--- config.mk ---
export PLATFORM = sky130hd
export DESIGN_NAME = rcp_front_flat
export DESIGN_NICKNAME = d
export VERILOG_FILES = /design/src/hdl/rcp_pkg.sv /design/src/hdl/rcp_channels_if.sv /design/src/hdl/rcp_front.sv /design/src/flat_wrapper.sv
export SDC_FILE = /design/constraint.sdc
export NUM_CORES = 1
export LEC_CHECK = 0
export ABC_AREA = 1
export BUFFER_PORTS_ARGS = -buffer_cell sky130_fd_sc_hd__buf_2
export CAP_MARGIN = 20
export CORE_MARGIN = 5
export CORE_UTILIZATION = 46
export CTS_CLUSTER_DIAMETER = 50
export DETAILED_ROUTE_END_ITERATION = 16
export PLACE_DENSITY = 0.81
export SLEW_MARGIN = 15
export SYNTH_ARGS = -nofsm -noshare
export SYNTH_HDL_FRONTEND = slang
export SYNTH_SLANG_ARGS = --single-unit
export TNS_END_PERCENT = 10
--- constraint.sdc ---
create_clock -name clock -period 10 [get_ports clock]
set_clock_uncertainty 0.05 [all_clocks]
set_input_delay 2 -clock clock [delete_from_list [all_inputs] [get_ports clock]]
set_output_delay 2 -clock clock [all_outputs]
set_load 0.005 [all_outputs]
--- src/hdl/rcp_pkg.sv ---
// Shared types and constants of the rectangle canvas painter.
package rcp_pkg;

   // Fixed field widths
   localparam int COORD_W  = 19;
   localparam int SUM_W    = 21;
   localparam int CHAR_W   = 8;
   localparam int PIX_W    = 8;
   localparam int DIMCFG_W = 9;
   localparam int FUNC_W   = 2;

   // Configuration port
   localparam int CSR_ADDR_W = 4;
   localparam int CSR_DATA_W = 32;
   localparam logic [DIMCFG_W-1:0] CANVAS_DIM_RESET = 9'd1;
   localparam logic [CHAR_W-1:0]   BACKGROUND_RESET = 8'd32;

   // Command queue depth
   localparam int QUEUE_DEPTH = 2;

   typedef enum logic [1:0] {
      REG_CANVAS_WIDTH     = 2'd0,
      REG_CANVAS_HEIGHT    = 2'd1,
      REG_BACKGROUND_CHAR  = 2'd2
   } reg_index_type;

   typedef enum logic [FUNC_W-1:0] {
      FUNC_CLEAR = 2'd0,
      FUNC_DRAW  = 2'd1,
      FUNC_READ  = 2'd2,
      FUNC_NONE  = 2'd3
   } func_type;

   typedef enum logic {
      SHAPE_OUTLINE = 1'b0,
      SHAPE_FILLED  = 1'b1
   } shape_type;

   typedef enum logic [2:0] {
      OP_CLEAR  = 3'd0,
      OP_DRAW   = 3'd1,
      OP_REJECT = 3'd2,
      OP_READ   = 3'd3,
      OP_NOP    = 3'd4
   } op_type;

   typedef enum logic [2:0] {
      B_IDLE  = 3'd0,
      B_SWEEP = 3'd1,
      B_READ  = 3'd2,
      B_DATA  = 3'd3,
      B_REPLY = 3'd4
   } back_state_type;

   // One classified command, as it travels from the front to the back
   typedef struct packed {
      op_type                   op;
      logic                     filled;
      logic [CHAR_W-1:0]        paint_char;
      logic [PIX_W-1:0]         col;
      logic [PIX_W-1:0]         row;
      logic signed [SUM_W-1:0]  x_lo;
      logic signed [SUM_W-1:0]  x_hi;
      logic signed [SUM_W-1:0]  x_in_lo;
      logic signed [SUM_W-1:0]  x_in_hi;
      logic signed [SUM_W-1:0]  y_lo;
      logic signed [SUM_W-1:0]  y_hi;
      logic signed [SUM_W-1:0]  y_in_lo;
      logic signed [SUM_W-1:0]  y_in_hi;
   } cmd_type;

endpackage

--- src/hdl/rcp_channels_if.sv ---
// Request and response channel interfaces of the rectangle canvas painter.
interface rcp_req_if;
   import rcp_pkg::*;
   logic                      valid;
   logic                      ready;
   logic [FUNC_W-1:0]         func;
   logic                      shape_kind;
   logic signed [COORD_W-1:0] left;
   logic signed [COORD_W-1:0] top;
   logic signed [COORD_W-1:0] rect_width;
   logic signed [COORD_W-1:0] rect_height;
   logic [CHAR_W-1:0]         paint_char;
   logic [PIX_W-1:0]          pixel_col;
   logic [PIX_W-1:0]          pixel_row;

   modport source (output valid, func, shape_kind, left, top, rect_width, rect_height,
                   paint_char, pixel_col, pixel_row, input ready);
   modport sink   (input valid, func, shape_kind, left, top, rect_width, rect_height,
                   paint_char, pixel_col, pixel_row, output ready);
endinterface


--- src/hdl/rcp_front.sv ---
// Front stage: takes request words, checks and pre-computes rectangle bounds.
module rcp_front #(
   parameter int MAX_DIM   = 256,
   parameter int FRAC_BITS = 8
) (
   input  logic             clock,
   input  logic             reset,
   rcp_req_if.sink          req,
   output logic             push_valid,
   input  logic             push_ready,
   output rcp_pkg::cmd_type push_cmd
);
   import rcp_pkg::*;

   logic                    cmd_valid_ff;
   logic                    cmd_valid_in;
   cmd_type                 cmd_ff;
   cmd_type                 cmd_in;
   logic                    accept;
   logic signed [SUM_W-1:0] one;
   logic signed [SUM_W-1:0] x0, y0, w, h;
   logic                    bad_size;
   logic                    read_out;

   // Take a new word whenever the holding register is free or moving on
   assign req.ready    = !cmd_valid_ff || push_ready;
   assign accept       = req.valid && req.ready;
   assign push_valid   = cmd_valid_ff;
   assign push_cmd     = cmd_ff;

   // Classify and pre-compute the edge bounds
   always_comb begin
      one      = SUM_W'(1) << FRAC_BITS;
      x0       = SUM_W'(req.left);
      y0       = SUM_W'(req.top);
      w        = SUM_W'(req.rect_width);
      h        = SUM_W'(req.rect_height);
      bad_size = (w <= 0) || (h <= 0);
      read_out = (32'(req.pixel_col) >= 32'(MAX_DIM)) ||
                 (32'(req.pixel_row) >= 32'(MAX_DIM));

      cmd_in            = '0;
      cmd_in.filled     = (req.shape_kind == SHAPE_FILLED);
      cmd_in.paint_char = req.paint_char;
      cmd_in.col        = req.pixel_col;
      cmd_in.row        = req.pixel_row;
      cmd_in.x_lo       = x0;
      cmd_in.x_hi       = x0 + w;
      cmd_in.x_in_lo    = x0 + one;
      cmd_in.x_in_hi    = x0 + w - one;
      cmd_in.y_lo       = y0;
      cmd_in.y_hi       = y0 + h;
      cmd_in.y_in_lo    = y0 + one;
      cmd_in.y_in_hi    = y0 + h - one;

      unique case (func_type'(req.func))
         FUNC_CLEAR: cmd_in.op = OP_CLEAR;
         FUNC_DRAW:  cmd_in.op = bad_size ? OP_REJECT : OP_DRAW;
         FUNC_READ:  cmd_in.op = read_out ? OP_NOP : OP_READ;
         default:    cmd_in.op = OP_NOP;
      endcase

      cmd_valid_in = accept || (cmd_valid_ff && !push_ready);
   end

   always_ff @(posedge clock) begin
      if (reset) begin
         cmd_valid_ff <= 1'b0;
      end else begin
         cmd_valid_ff <= cmd_valid_in;
      end
      if (accept) begin
         cmd_ff <= cmd_in;
      end
   end

endmodule

--- src/flat_wrapper.sv ---
// flat-port wrapper written by rule: the top's interface ports become plain ports
module rcp_front_flat import rcp_pkg::*;
#(
   parameter int MAX_DIM   = 256,
   parameter int FRAC_BITS = 8
)
  (clock, reset, push_valid, push_ready, push_cmd, req_valid, req_func, req_shape_kind, req_left, req_top, req_rect_width, req_rect_height, req_paint_char, req_pixel_col, req_pixel_row, req_ready);
  rcp_req_if req_i ();
  input  logic clock;
  input  logic reset;
  output logic push_valid;
  input  logic push_ready;
  output rcp_pkg::cmd_type push_cmd;
  input wire logic [$bits(req_i.valid)-1:0] req_valid;
  input wire logic [$bits(req_i.func)-1:0] req_func;
  input wire logic [$bits(req_i.shape_kind)-1:0] req_shape_kind;
  input wire logic [$bits(req_i.left)-1:0] req_left;
  input wire logic [$bits(req_i.top)-1:0] req_top;
  input wire logic [$bits(req_i.rect_width)-1:0] req_rect_width;
  input wire logic [$bits(req_i.rect_height)-1:0] req_rect_height;
  input wire logic [$bits(req_i.paint_char)-1:0] req_paint_char;
  input wire logic [$bits(req_i.pixel_col)-1:0] req_pixel_col;
  input wire logic [$bits(req_i.pixel_row)-1:0] req_pixel_row;
  output wire logic [$bits(req_i.ready)-1:0] req_ready;
  assign req_i.valid = req_valid;
  assign req_i.func = req_func;
  assign req_i.shape_kind = req_shape_kind;
  assign req_i.left = req_left;
  assign req_i.top = req_top;
  assign req_i.rect_width = req_rect_width;
  assign req_i.rect_height = req_rect_height;
  assign req_i.paint_char = req_paint_char;
  assign req_i.pixel_col = req_pixel_col;
  assign req_i.pixel_row = req_pixel_row;
  assign req_ready = req_i.ready;
  rcp_front #(.MAX_DIM(MAX_DIM), .FRAC_BITS(FRAC_BITS)) u_core (.clock(clock), .reset(reset), .req(req_i), .push_valid(push_valid), .push_ready(push_ready), .push_cmd(push_cmd));
endmodule
==> metrics.md <==
| Metric | Value |
|---|---|
| Die height | `147 um` |
| FF-to-FF setup slack | `8.22 ns` |
| Synth Area in Simple Gates | `23.4%` |
| Area taken by multi-input logic gates | `0.00322 sq mm` |
| Fill cells | `1573` |
| Largest family of logic cells by synthesized area | `simple AND/OR/NAND/NOR gates` |
| Post-synth top area share | `53.9%` |
| Worst reg2reg path endpoint | `u_core.push_cmd[193]` |
| FF/Latch Area | `0.00470 sq mm` |
| Vias in the first global route | `7059` |
| Net Sw Frac | `28.2%` |
| Area growth, synth to finish | `24.9%` |
| CTS Buf Count | `17` |
| R2R Path Start | `u_core.push_valid` |
| Initial antenna violation count | `1` |
| CTS tree | `yes` |
| Area fraction in compound gates after synthesis | `2.52%` |
| Syn avg cell area | `9.75 sq um` |
| Highest clock rate | `0.224 GHz` |
| CP max stage delay | `0.13 ns` |
| Synth area leaders | `edfxtp_1 (54%), nand2_1 (11%), ha_1 (6.1%)` |
| Count leader, synth | `nand2_1` |
| Worst Slack Setup Final | `5.54 ns` |
| DR vias | `7128` |
| Post-CTS Hold Fix Bufs | `0` |
| Post-CTS setup buffer count | `0` |
| Worst slew pin tran | `1.00 ns` |
| Total global routing overflow | `0` |
| Clock slew at reported path FFs | `0.07 ns` |
| Largest net degree at the start of global routing | `83` |
| Final WL | `22900 um` |
| Type of the worst min-delay path | `reg2reg` |
| Resized Gates After CTS | `0` |
| Hold Path Sink | `u_core.push_valid` |
| Clk buf depth | `2` |
| Worst hold path startpoint | `u_core.push_valid` |
| Clock power share | `36.2%` |
| Worst setup path category | `in2out` |
| Logic gate share of total power | `19.9%` |
| Worst path most repeated cell | `buf_2` |
| GR Util All Layers | `20.3%` |
| Root buffer cell | `clkbuf_16` |
| Xor and xnor area share after synthesis | `4.52%` |
| Unrepaired setup endpoints after global routing | `false` |
| Final #Nets | `1327` |
| Syn Std Cell Area | `0.00868 sq mm` |
| Initial core utilization | `46.6%` |
| Register share of total power | `43.9%` |
| Crit. Startpoint | `push_ready` |
| Gate Count Post-Synth | `891` |
| Syn Nets | `1042` |
| Starting DRT DRC Count | `374` |
| Power Density | `173 mW/mm^2` |
| Top_reg_cell synth | `edfxtp_1` |
| Crit path capture type | `output pin` |
| Synth warn | `0` |
| Final hold vios | `0` |
| # IOs | `305` |
| Final setup fails | `0` |
| PortBufs | `304` |
| DR DRC count | `0` |
| Mux cell area share after synthesis | `0%` |
| DP HPWL | `18400 um` |
| Clk sinks | `157` |
| Status | `finished, final reports clean` |
| Max-slew headroom | `33.3%` |
| Final min period | `4.46 ns` |
| Worst EP arrival | `2.41 ns` |
| Die ar. | `0.0217 sq mm` |
| Worst EP required | `7.95 ns` |
| Setup TNS | `0 ns` |
| Dpl ws | `5.37 ns` |
| Netlist cell types | `34` |
| Biggest area consumer among synthesized cells | `edfxtp_1` |
| Clock Latency Late Sink | `0.42 ns` |
| Die outline width | `147 um` |
| Synth top cells by count | `nand2_1 (250), edfxtp_1 (156), inv_1 (122)` |
| ANT nets after route | `0` |
| Post-Synth Adder-Cell Area | `6.51%` |
| Initial DRT Pass Iterations | `5` |
| Yosys reg bits | `157` |
| Post-synth ARST share | `0%` |
| Internal | `1350 uW` |
| FF-to-FF path depth | `2` |
| Layout cells sized above 1 | `32.9%` |
| Post-synthesis sequential area ratio | `54.2%` |
| Max-cap violations | `0` |
| Worst-path fanout max | `2` |
| Core Area | `0.0186 sq mm` |
| Leak Pwr | `0.00527 uW` |
| Post-synth EDFFs | `156` |
| VDD IR max | `0.113 mV` |
| First-pass GRT wire length | `35000 um` |
| Worst path bufs/invs | `3` |
| Hold Path Depth | `2` |
| Routability cong. | `0.928` |
| Critical path launch point type | `primary input` |
| CP cell instances | `buf_2 > inv_1 > nand2_1 > buf_2` |
| Wire per inst | `16.1 um` |
| Vias per std cell | `5.01` |
| CP top delay family | `buffers and inverters` |
| Worst path slowest cell | `buf_2` |
| Total power | `1870 uW` |
| H-tree levels | `4` |
| Crit share post-route | `44.6%` |
| Max Slew Vio Count | `0` |
| Cell Rows | `50` |
| Psw | `528 uW` |
[cells by family after synthesis]
family | Yosys count
xor gates and xnor gates | 44
AOI/OAI and AO/OA | 41
DFF | 157
and+or+nand+nor | 440
adders and majority gates | 44
buffers and inverters | 165
[area by class of cell]
type | count | share of cell area [%]
Inverter | 125 | 4.33
Multi-Input combinational cell | 569 | 29.7
Antenna cell | 1 | 0.0231
Clock buffer | 17 | 3.92
Timing Repair Buffer | 306 | 14.2
Tap cell | 234 | 2.70
Clock inverter | 15 | 1.81
Sequential cell | 157 | 43.4
[flip-flops by register name, summed over array words and instances, names as in the netlist]
register and cells:
u_core.push_cmd 156, u_core.push_valid 1
[per-layer routing]
metal / global-route usage [%] / part of all wire [%] / up-vias
met1: 22.7 / 39 / 3310
li1: - / - / 3479
met4: 7.50 / 2.8 / 0
met3: 5.15 / 7.1 / 46
met5: 0 / 0 / -
met2: 37.2 / 51 / 293
[power groups by stage]
stage / Sequential [uW] / Combinational (uW) / Clock [uW]
finish: 822 / 373 / 678
global route: 828 / 413 / 725
CTS: 823 / 373 / 691
detailed placement: 836 / 371 / 0
global placement: 836 / 361 / 0
floorplan: 849 / 222 / 0
[worst max-delay path by stage]
stage / endpoint / depth (start not counted)
final: req_ready / 4
after global routing: u_core.push_cmd[100] / 17
after CTS: req_ready / 4
after detailed placement: u_core.push_cmd[100] / 17
after global placement: u_core.push_cmd[100] / 17
after floorplan: u_core.push_cmd[0] / 2
[layout by cell type, fill, tap and decap left out, types with 7 or more instances in the layout]
| cell type | n |
|---|---|
| ha_1 | 42 |
| nor2_1 | 48 |
| nand4_1 | 10 |
| nand2_1 | 250 |
| buf_2 | 304 |
| inv_1 | 122 |
| a21oi_1 | 28 |
| nand2_2 | 21 |
| nor3_1 | 9 |
| edfxtp_1 | 156 |
| nand3_1 | 54 |
| clkbuf_16 | 17 |
| nand3b_1 | 11 |
| xor2_1 | 38 |
| o21ai_0 | 7 |
[metrics by stage]
| step | hold WS, ns | instances | util (%) | cell area, sq um |
|---|---|---|---|---|
| 5_1_grt | 0.518 | 1424 | 58.2 | 10800 |
| 4_1_cts | 0.488 | 1423 | 58.2 | 10800 |
| 3_5_place_dp | 0.477 | 1391 | 54.8 | 10200 |
| 6_report | 0.489 | 1424 | 58.2 | 10800 |
| 3_3_place_gp | 0.458 | 1391 | 54.8 | 10200 |
| 2_1_floorplan | 0.470 | 891 | - | 8690 |
[worst register-to-register path, stage by stage (launching register included)]
cell and delay, ns:
dfxtp_1 0.35, a21oi_4 0.16, buf_4 0.76
(Power assumes the default switching activity.)
