**config.mk**
```make
export PLATFORM = sky130hd
export DESIGN_NAME = rcp_queue
export DESIGN_NICKNAME = d
export VERILOG_FILES = /design/src/hdl/rcp_pkg.sv /design/src/hdl/rcp_queue.sv
export SDC_FILE = /design/constraint.sdc
export NUM_CORES = 1
export LEC_CHECK = 0
export ABC_CLOCK_PERIOD_IN_PS = 6400
export BUFFER_PORTS_ARGS = -buffer_cell sky130_fd_sc_hd__buf_2
export CAP_MARGIN = 15
export CORE_MARGIN = 5
export CORE_UTILIZATION = 43
export CTS_CLUSTER_SIZE = 20
export DETAILED_ROUTE_END_ITERATION = 8
export PLACE_DENSITY = 0.7
export SETUP_SLACK_MARGIN = 0.4
export SLEW_MARGIN = 20
export SYNTH_ARGS = -nofsm -noshare
export SYNTH_HDL_FRONTEND = slang
export SYNTH_SLANG_ARGS = --single-unit
```
**constraint.sdc**
```tcl
create_clock -name clock -period 6.4 [get_ports clock]
set_input_delay 0.96 -clock clock [delete_from_list [all_inputs] [get_ports clock]]
set_output_delay 0.96 -clock clock [all_outputs]
set_load 0.01 [all_outputs]
```
**src/hdl/rcp_pkg.sv**
```systemverilog
// Shared types and constants of the rectangle canvas painter.
package rcp_pkg;

   // Fixed field widths
   localparam int COORD_W  = 19;
   localparam int SUM_W    = 21;
   localparam int CHAR_W   = 8;
   localparam int PIX_W    = 8;
   localparam int DIMCFG_W = 9;
   localparam int FUNC_W   = 2;

   // Configuration port
   localparam int CSR_ADDR_W = 4;
   localparam int CSR_DATA_W = 32;
   localparam logic [DIMCFG_W-1:0] CANVAS_DIM_RESET = 9'd1;
   localparam logic [CHAR_W-1:0]   BACKGROUND_RESET = 8'd32;

   // Command queue depth
   localparam int QUEUE_DEPTH = 2;

   typedef enum logic [1:0] {
      REG_CANVAS_WIDTH     = 2'd0,
      REG_CANVAS_HEIGHT    = 2'd1,
      REG_BACKGROUND_CHAR  = 2'd2
   } reg_index_type;

   typedef enum logic [FUNC_W-1:0] {
      FUNC_CLEAR = 2'd0,
      FUNC_DRAW  = 2'd1,
      FUNC_READ  = 2'd2,
      FUNC_NONE  = 2'd3
   } func_type;

   typedef enum logic {
      SHAPE_OUTLINE = 1'b0,
      SHAPE_FILLED  = 1'b1
   } shape_type;

   typedef enum logic [2:0] {
      OP_CLEAR  = 3'd0,
      OP_DRAW   = 3'd1,
      OP_REJECT = 3'd2,
      OP_READ   = 3'd3,
      OP_NOP    = 3'd4
   } op_type;

   typedef enum logic [2:0] {
      B_IDLE  = 3'd0,
      B_SWEEP = 3'd1,
      B_READ  = 3'd2,
      B_DATA  = 3'd3,
      B_REPLY = 3'd4
   } back_state_type;

   // One classified command, as it travels from the front to the back
   typedef struct packed {
      op_type                   op;
      logic                     filled;
      logic [CHAR_W-1:0]        paint_char;
      logic [PIX_W-1:0]         col;
      logic [PIX_W-1:0]         row;
      logic signed [SUM_W-1:0]  x_lo;
      logic signed [SUM_W-1:0]  x_hi;
      logic signed [SUM_W-1:0]  x_in_lo;
      logic signed [SUM_W-1:0]  x_in_hi;
      logic signed [SUM_W-1:0]  y_lo;
      logic signed [SUM_W-1:0]  y_hi;
      logic signed [SUM_W-1:0]  y_in_lo;
      logic signed [SUM_W-1:0]  y_in_hi;
   } cmd_type;

endpackage

```
**src/hdl/rcp_queue.sv**
```systemverilog
// Short command queue between the front and the back.
module rcp_queue (
   input  logic             clock,
   input  logic             reset,
   input  logic             push_valid,
   output logic             push_ready,
   input  rcp_pkg::cmd_type push_cmd,
   output logic             pop_valid,
   input  logic             pop,
   output rcp_pkg::cmd_type pop_cmd
);
   import rcp_pkg::*;

   localparam int PTR_W = (QUEUE_DEPTH > 1) ? $clog2(QUEUE_DEPTH) : 1;
   localparam int CNT_W = $clog2(QUEUE_DEPTH + 1);

   cmd_type          slot_ff [QUEUE_DEPTH];
   logic [PTR_W-1:0] wr_ptr_ff, wr_ptr_in;
   logic [PTR_W-1:0] rd_ptr_ff, rd_ptr_in;
   logic [CNT_W-1:0] count_ff, count_in;
   logic             do_push;
   logic             do_pop;

   assign push_ready = (count_ff != CNT_W'(QUEUE_DEPTH));
   assign pop_valid  = (count_ff != '0);
   assign pop_cmd    = slot_ff[rd_ptr_ff];
   assign do_push    = push_valid && push_ready;
   assign do_pop     = pop && pop_valid;

   // Advance pointers, wrapping at the depth
   always_comb begin
      wr_ptr_in = wr_ptr_ff;
      rd_ptr_in = rd_ptr_ff;
      if (do_push) begin
         wr_ptr_in = (32'(wr_ptr_ff) == QUEUE_DEPTH - 1) ? '0 : wr_ptr_ff + 1'b1;
      end
      if (do_pop) begin
         rd_ptr_in = (32'(rd_ptr_ff) == QUEUE_DEPTH - 1) ? '0 : rd_ptr_ff + 1'b1;
      end
      count_in = count_ff + CNT_W'(do_push) - CNT_W'(do_pop);
   end

   always_ff @(posedge clock) begin
      if (reset) begin
         wr_ptr_ff <= '0;
         rd_ptr_ff <= '0;
         count_ff  <= '0;
      end else begin
         wr_ptr_ff <= wr_ptr_in;
         rd_ptr_ff <= rd_ptr_in;
         count_ff  <= count_in;
      end
      if (do_push) begin
         slot_ff[wr_ptr_ff] <= push_cmd;
      end
   end

   a_count_bounded: assert property (@(posedge clock) disable iff (reset)
      32'(count_ff) <= QUEUE_DEPTH)
      else $error("queue count beyond depth");

   a_empty_no_pop_data: assert property (@(posedge clock) disable iff (reset)
      (count_ff == '0) |-> !do_pop)
      else $error("pop from an empty queue");

   a_count_tracks: assert property (@(posedge clock) disable iff (reset)
      (do_push && !do_pop) |=> (count_ff == $past(count_ff) + 1'b1))
      else $error("queue count did not follow a push");

endmodule

```
==> results of run 1 <==
worst min path at each step:
stage / slack, ns / startpoint / endpoint
after floorplan: 0.47 / rd_ptr_ff / register
after global placement: 0.49 / rd_ptr_ff / rd_ptr_ff
after detailed placement: 0.50 / rd_ptr_ff / register
after CTS: 0.52 / rd_ptr_ff / rd_ptr_ff
after global routing: 0.54 / rd_ptr_ff / rd_ptr_ff
final: 0.52 / rd_ptr_ff / rd_ptr_ff
kinds of logic (layout without fill, tap and decap cells):
logic type,count (synthesis),in the layout,share of synthesized area
simple gates,13,13,0.00460
compound gates,7,7,0.00343
flops,397,397,0.793
other cells,0,2,0
fa+ha+maj,1,1,0.000835
mux,197,197,0.183
xor+xnor,1,1,0.000585
buf+inv,23,476,0.0147
cells in the final DEF (no fill, tap or decap):
master and n:
nand3b_1 1, or2_2 1, a32oi_1 1, clkinv_1 8, inv_8 1, mux2_2 57, clkbuf_1 8, buf_12 3
a21bo_1 1, bufinv_16 3, clkbuf_16 43, inv_6 3, a211oi_1 1, ha_1 1, xor2_1 1, edfxtp_1 392
clkinvlp_4 1, clkinv_2 5, nand2b_1 1, buf_2 397, and3_4 1, mux2_4 140, a21oi_1 1, a21bo_2 1
clkinv_4 1, dfxtp_4 1, nor2_1 5, o21ai_0 2, diode_2 2, buf_4 3, nor2b_1 3, dfxtp_1 4
nand3_1 1
power breakdown:
group	leakage, nW	total, mW	internal (mW)	switching, mW
combinational	2.87	1.50	0.759	0.737
clock	0.632	2.27	1.35	0.922
sequential	3.71	3.27	3.17	0.102
tightest hold or removal path, delay by kind of cell, from the launching register on:
kind / cells / cell delay [ns]
DFF: 1 / 0.33
xor gates and xnor gates: 1 / 0.08
and+or+nand+nor: 1 / 0.07
flip-flops by register name (all words and copies together), names as in the netlist, named ones only:
| name | flops |
|---|---|
| rd_ptr_ff | 1 |
| count_ff | 2 |
| wr_ptr_ff | 1 |
| slot_ff | 392 |
per-layer routing:
metal  global-route usage  wire length, um
met2                0.256            15300
met3               0.0526             2610
met4               0.0473              789
met1                0.175            11500
met5                    0               64
through the flow:
stage          hold slack [ns]  instance area [sq um]
6_report                 0.521                  18700
4_1_cts                  0.517                  18700
3_5_place_dp             0.498                  17400
3_3_place_gp             0.486                  17400
2_1_floorplan            0.472                  15000
5_1_grt                  0.544                  18700
cells in the mapped netlist, drive strengths merged, types with 2 or more instances:
cell type | n | area, sq um
mux2 | 197 | 2740
nor2b | 3 | 18.8
edfxtp | 392 | 11800
a21bo | 2 | 20.0
nor2 | 5 | 18.8
buf | 22 | 216
o21ai | 2 | 10.0
dfxtp | 5 | 100
layout make-up:
class	instances	area, sq um	area share
sequential	397	11900	0.635
multi-input combinational	219	2890	0.154
timing repair buffer	403	2070	0.111
clock buffer	51	1110	0.0591
tap	455	569	0.0304
clock inverter	21	188	0.0100
inverter	1	11.3	0.000602
antenna	2	5.00	0.000267
==> results.txt, run 1 <==
Setup violations, final: 0
leakage power: 7.21 nW
share of cells above drive strength 1: 0.605
Period minus WS final: 3.59 ns
critical path launch point type: register
reg2reg path depth: 4
critical path required time: 5.44 ns
total iterations of the first detailed-routing run: 4
worst r2r src: count_ff[0]
DRC: 0
final antenna-violating net count: 0
Final Hold Fails: 0
Post-CTS Hold Buffers: 0
Worst Path Arrival: 2.63 ns
YS warnings: 0
Worst path max stage delay: 0.85 ns
core area: 0.0345 sq mm
clock buffer depth: 3
H-tree depth: 2
Final Worst Setup Slack: 2.81 ns
Ports: 398
Setup Crit Path Kind: register to output port
placed insts: 1,475
synth unique cells: 22
number of enable flip-flop cells after synthesis: 392
DR vias: 7,359
WL/cell: 19.5 um
# nets final: 1,265
CP delay by family, top: flip-flops
Crit Path Max Fanout: 53
post-DP HPWL: 20,600 um
Final Util: 0.543
RSZ-0062 raised after global routing: false
DRT iter0 DRCs: 238
Mapped Area: 0.0150 sq mm
synthesized instance count: 639
Main synth FF type: edfxtp_1
peak supply drop: 279 uV
Via density: 4.75
# Post-CTS Setup Buffers: 0
Mean Syn Cell Area: 23.4 sq um
non-filler instance count after layout: 1,549
Overflow after GRT: 0
cells resized by post-CTS repair: 0
FF-to-FF setup slack: 3.90 ns
Core Rows: 68
root buffer cell: clkbuf_16
fin crit share: 0.561
Post-Route Skew: 0.0220 ns
CP Cell Sequence: buf_4, mux2_2, buf_2
Buf+Inv Stages, Crit Path: 2
Overall Power: 7.03 mW
die width: 197 um
asr flop ratio synth: 0
total track usage: 0.148
CTS buffer count: 42
Clk Latency, worst-skew pair: 0.53 ns
worst slew pin tran: 0.984 ns
Max-Cap Viols: 0
f_max: 279 MHz
IO Port Bufs: 397
Mapped Nets: 840
die outline height: 197 um
clock sinks: 397
Seq cells post-synth: 397
maximum number of pins on one net before global-route repair: 109
CP Depth: 3
DP Worst Slack: 3.31 ns
die area: 0.0387 sq mm
Worst Hold Class: register to register
Initial Utilization: 0.435
Hold Crit Depth: 2
WL final: 30,300 um
Worst slew margin: 0.344
number of global-route vias before repair: 7,789
Fin Setup TNS: 0 ns
GPL Wtd Cong: 0.745
sequential share of the synthesized area: 0.793
outcome: completed
# fillers: 2,690
worst reg2reg path endpoint: slot_ff[0][97]
Final Max Slew Viols: 0
CTS clock-pin slew for the worst setup and hold paths: 0.06 ns
antenna violations before repair: 7
Layout area overhead: 25.0%
Power Dens Cells: 376 mW/mm^2
Crit. End Element: output port
first-pass GRT wire length: 44,500 um
crit path to: pop_cmd[187]
crit path max-delay cell type: dfxtp_4
TritonCTS clock tree: built
(Power assumes the default switching activity.)
==> run 2: changes to the inputs <==
Settings changed: ABC_CLOCK_PERIOD_IN_PS 6400 to 3400, PLACE_DENSITY 0.7 to 0.67.
Clock period 6.4 ns to 3.4 ns, I/O delays scaled along.
==> results.txt, run 2 (synthesis results as in run 1) <==
RSZ-0062 raised after global routing: false
outcome: completed
worst slew pin tran: 0.722 ns (-0.262 ns)
Endpoint, Worst Hold: slot_ff[1][6]
# Post-CTS Setup Buffers: 0 (unchanged)
Initial Utilization: 0.435 (unchanged)
DRT iter0 DRCs: 397 (+67%)
Period minus WS final: 2.59 ns
peak supply drop: 580 uV (+110%)
total iterations of the first detailed-routing run: 6 (+2)
Worst path max stage delay: 0.46 ns (-0.39 ns)
critical path required time: 2.89 ns (-2.55 ns)
clock buffer depth: 3 (unchanged)
TritonCTS clock tree: built
most frequent cells in the layout: buf_2 (397), edfxtp_1 (392), mux2_4 (140)
number of global-route vias before repair: 7,940 (+1.9%)
Final Worst Setup Slack: 0.815 ns (-2.00 ns)
cells resized by post-CTS repair: 0 (unchanged)
clock sinks: 397 (unchanged)
leakage power: 7.29 nW (+1.1%)
Clk Latency, worst-skew pair: 0.53 ns (about the same)
core area: 0.0345 sq mm (unchanged)
Final Max Slew Viols: 0 (unchanged)
DR vias: 7,463 (+1.4%)
Crit Path Max Fanout: 80 (+51%)
CTS buffer count: 42 (unchanged)
Layout area overhead: 26.1%
total track usage: 0.152 (+0.00348)
# nets final: 1,274 (+0.71%)
Worst Hold Class: input pin to register
worst r2r src: count_ff[0]
Worst Path Arrival: 2.08 ns (-0.55 ns)
Setup Crit Path Kind: register to output port
FF-to-FF setup slack: 1.43 ns (-2.47 ns)
die area: 0.0387 sq mm (unchanged)
reg2reg path depth: 3 (-1)
Power Dens Cells: 708 mW/mm^2 (+88%)
DRC: 0 (unchanged)
Via density: 4.76 (+0.25%)
Max-Cap Viols: 0 (unchanged)
Hold Crit Depth: 1 (-1)
Core Rows: 68 (unchanged)
CTS clock-pin slew for the worst setup and hold paths: 0.06 ns (about the same)
first-pass GRT wire length: 45,700 um (+2.7%)
Overall Power: 13.4 mW (+90%)
register name with the most flops: slot_ff
die width: 197 um (unchanged)
maximum number of pins on one net before global-route repair: 105 (-3.7%)
die outline height: 197 um (unchanged)
Area after DPL: 0.0175 sq mm (+0.71%)
crit path max-delay cell type: dfxtp_4
DP Worst Slack: 1.26 ns (-2.05 ns)
Ports: 398 (unchanged)
non-filler instance count after layout: 1,567 (+1.2%)
Setup violations, final: 0 (unchanged)
Post-Route Skew: 0.0252 ns (+0.00317 ns)
f_max: 387 MHz
Worst slew margin: 0.519 (+0.175)
fin crit share: 0.760
share of cells above drive strength 1: 0.608 (+0.00319)
Overflow after GRT: 0 (unchanged)
post-DP HPWL: 21,300 um (+3.3%)
GPL Wtd Cong: 0.724 (-2.8%)
final antenna-violating net count: 0 (unchanged)
Crit. End Element: output port
IO Port Bufs: 397 (unchanged)
Final Hold Fails: 0 (unchanged)
worst reg2reg path endpoint: slot_ff[1][0]
CP Cell Sequence: buf_12, mux2_4, buf_2
max reg flops: 392 (unchanged)
H-tree depth: 2 (unchanged)
Post-CTS Hold Buffers: 0 (unchanged)
Largest regs: slot_ff x392, count_ff x2
antenna violations before repair: 5 (-2)
root buffer cell: clkbuf_16
design area: 0.0189 sq mm (+0.90%)
critical path launch point type: register
WL/cell: 19.7 um (+0.79%)
WL final: 30,900 um (+2.0%)
commonest non-fill, non-tap cell in the layout: buf_2
Hold Crit Start: push_cmd[6]
placed insts: 1,484 (+0.61%)
## run 2: changes by cell type in the layout (fill, tap and decap cells not counted), sizes merged
cell | previous run | this run
diode | 2 | 6
buf | 403 | 412
clkbuf | 51 | 52
inv | 4 | 1
bufinv | 3 | 4
clkinv | 14 | 20
## run 2: how the worst max path moves through the flow
stage | from | to | slack [ns] | cells past startpoint
detailed placement | push_valid | slot_ff[1][38] | 1.26 | 3
global placement | push_valid | slot_ff[1][64] | 1.30 | 3
CTS | register | pop_cmd[36] | 0.76 | 3
finish | register | pop_cmd[122] | 0.81 | 3
global route | register | pop_cmd[41] | 0.72 | 3
floorplan | push_valid | slot_ff[0][0] | -0.56 | 2
## run 2: layout make-up
class	instances	area, sq um
Antenna cell	6	15.0
Timing Repair Buffer	412	2190
Fill cell	2720	15600
Clock inverter	25	218
Clock buffer	52	1110
Sequential cell	397	11900
Tap cell	455	569
Multi-Input combinational cell	219	2900
Inverter	1	7.51
## run 2: routing by layer
metal	global-route usage	share of wire	up-vias
li1	-	-	3440
met1	0.184	0.39	3672
met2	0.256	0.50	296
met3	0.0535	0.091	51
met4	0.0483	0.024	4
met5	0	0.0011	-
## run 2: worst max-delay path: cells and delay by family (launching register included)
family                 cells  cell delay, ns
buffers and inverters      2            0.55
DFF                        1            0.46
muxes                      1            0.36
## run 2: power by group
part | internal (mW) | leakage (nW) | switching (mW) | total (mW)
Sequential | 5.96 | 3.71 | 0.135 | 6.09
Combinational | 1.46 | 2.93 | 1.46 | 2.92
Clock | 2.62 | 0.652 | 1.75 | 4.36
## run 2: stage by stage
| stage | util | hold slack, ns | setup TNS [ns] |
|---|---|---|---|
| 6_report | 0.548 | 0.163 | 0 |
| 5_1_grt | 0.548 | 0.136 | 0 |
| 4_1_cts | 0.548 | 0.128 | 0 |
| 3_5_place_dp | 0.509 | 0.485 | 0 |
| 3_3_place_gp | 0.509 | 0.489 | 0 |
| 2_1_floorplan | - | 0.472 | -109.14 |
==> run 3: changes to the inputs <==
Settings changed: ABC_CLOCK_PERIOD_IN_PS 3400 to 2700.
Clock period 3.4 ns to 2.7 ns, I/O delays scaled along.
==> results.txt, run 3 (synthesis results as in run 1) <==
fin crit share: 0.823
Area after DPL: 0.0177 sq mm (+0.74%)
Worst Hold Class: input pin to register
Post-Route Skew: 0.0102 ns (-0.0150 ns)
Buf+Inv Stages, Crit Path: 3 (+1)
number of global-route vias before repair: 8,077 (+1.7%)
post-DP HPWL: 21,600 um (+1.5%)
# nets final: 1,290 (+1.3%)
Final Max Slew Viols: 0 (unchanged)
commonest non-fill, non-tap cell in the layout: buf_2
crit path max-delay cell type: dfxtp_4
worst slew pin tran: 0.572 ns (-0.150 ns)
Worst slew margin: 0.619 (+0.100)
die area: 0.0387 sq mm (unchanged)
DRT iter0 DRCs: 273 (-31%)
GPL Wtd Cong: 0.754 (+4.1%)
H-tree depth: 2 (unchanged)
Final Hold Fails: 0 (unchanged)
register name with the most flops: slot_ff
outcome: completed
Ports: 398 (unchanged)
Final Util: 0.555 (+0.00701)
Post-CTS Hold Buffers: 0 (unchanged)
f_max: 450 MHz
Setup Crit Path Kind: register to output port
share of cells above drive strength 1: 0.615 (+0.00634)
antenna violations before repair: 4 (-1)
Core Rows: 68 (unchanged)
RSZ-0062 raised after global routing: false
peak supply drop: 563 uV (-2.8%)
Worst Path Arrival: 1.82 ns (-0.26 ns)
leakage power: 7.41 nW (+1.6%)
met2 WL: 16,400 um (+7.3%)
final antenna-violating net count: 0 (unchanged)
design area: 0.0191 sq mm (+1.3%)
top layer in use: met5
total track usage: 0.156 (+0.00434)
clock sinks: 397 (unchanged)
critical path required time: 2.30 ns (-0.59 ns)
die outline height: 197 um (unchanged)
M1 WL: 12,000 um (+0.28%)
DRC: 0 (unchanged)
first-pass GRT wire length: 46,600 um (+1.8%)
Fin Setup TNS: 0 ns (unchanged)
WL final: 31,700 um (+2.7%)
core area: 0.0345 sq mm (unchanged)
CP delay by family, top: buffers and inverters
IO Port Bufs: 397 (unchanged)
CTS clock-pin slew for the worst setup and hold paths: 0.06 ns (about the same)
non-filler instance count after layout: 1,578 (+0.70%)
maximum number of pins on one net before global-route repair: 91 (-13%)
Routed met3 length: 2480 um (-12%)
Overall Power: 17.0 mW (+27%)
Layout area overhead: 27.7%
Clk Latency, worst-skew pair: 0.51 ns (-0.02 ns)
placed insts: 1,493 (+0.61%)
Max-Cap Viols: 0 (unchanged)
Initial Utilization: 0.435 (unchanged)
Worst path max stage delay: 0.40 ns (-0.06 ns)
critical path launch point type: register
most frequent cells in the layout: buf_2 (397), edfxtp_1 (392), mux2_4 (140)
Crit Path Max Fanout: 39 (-51%)
Setup violations, final: 0 (unchanged)
Largest regs: slot_ff x392, count_ff x2
TritonCTS clock tree: built
die width: 197 um (unchanged)
root buffer cell: clkbuf_16
Via density: 4.79 (+0.55%)
CTS buffer count: 40 (-4.8%)
Overflow after GRT: 0 (unchanged)
Period minus WS final: 2.22 ns
total iterations of the first detailed-routing run: 4 (-2)
WL/cell: 20.1 um (+2.0%)
Crit. End Element: output port
clock buffer depth: 3 (unchanged)
Power Dens Cells: 888 mW/mm^2 (+25%)
max reg flops: 392 (unchanged)
DR vias: 7,557 (+1.3%)
CP Cell Sequence: buf_12, buf_16, mux2_4, buf_2
run 3: changes by cell type in the layout (fill, tap and decap cells not counted), sizes merged:
| cell | change |
|---|---|
| buf | +18 |
| clkbuf | -5 |
| diode | -2 |
| clkinv | -1 |
| inv | +1 |
run 3: repair_timing:
item                                    4_1_cts  5_1_grt
setup buffers                                 5        0
pin swaps                                     0        0
gates cloned                                  4        0
endpoints found under the setup margin      166        1
resized for setup                             6        1
run 3: final cells by class:
class / instances / area, sq um
tap: 455 / 569
clock buffer: 47 / 1050
inverter: 1 / 7.51
timing repair buffer: 430 / 2500
fill: 2674 / 15300
antenna: 4 / 10.0
clock inverter: 25 / 216
multi-input combinational: 219 / 2900
sequential: 397 / 11900
run 3: path summary, 6_finish.rpt:
kind | cells past startpoint | slack (ns) | startpoint | to
worst min-delay path | 1 | 0.07 | push_cmd[193] | slot_ff[1][193]
worst min register to register | 2 | 0.53 | rd_ptr_ff | register
worst max-delay path | 4 | 0.48 | register | pop_cmd[69]
worst max register to register | 3 | 0.88 | count_ff[0] | slot_ff[1][80]
run 3: per-stage QoR:
stage                     hold slack, ns  setup slack (ns)
after floorplan                    0.469             -1.25
after global placement             0.488             0.716
after detailed placement           0.493             0.712
after CTS                         0.0402             0.433
after global routing              0.0420             0.403
final                             0.0693             0.479
run 3: per-layer routing:
metal,track usage,vias to the layer above
met3,0.0432,52
met4,0.0447,4
li1,-,3470
met2,0.278,275
met5,0,-
met1,0.187,3756
run 3: where the power goes:
part | leakage, nW | internal [mW] | switching (mW)
Sequential | 3.71 | 7.50 | 0.162
Clock | 0.622 | 3.15 | 2.16
Combinational | 3.08 | 2.06 | 1.94
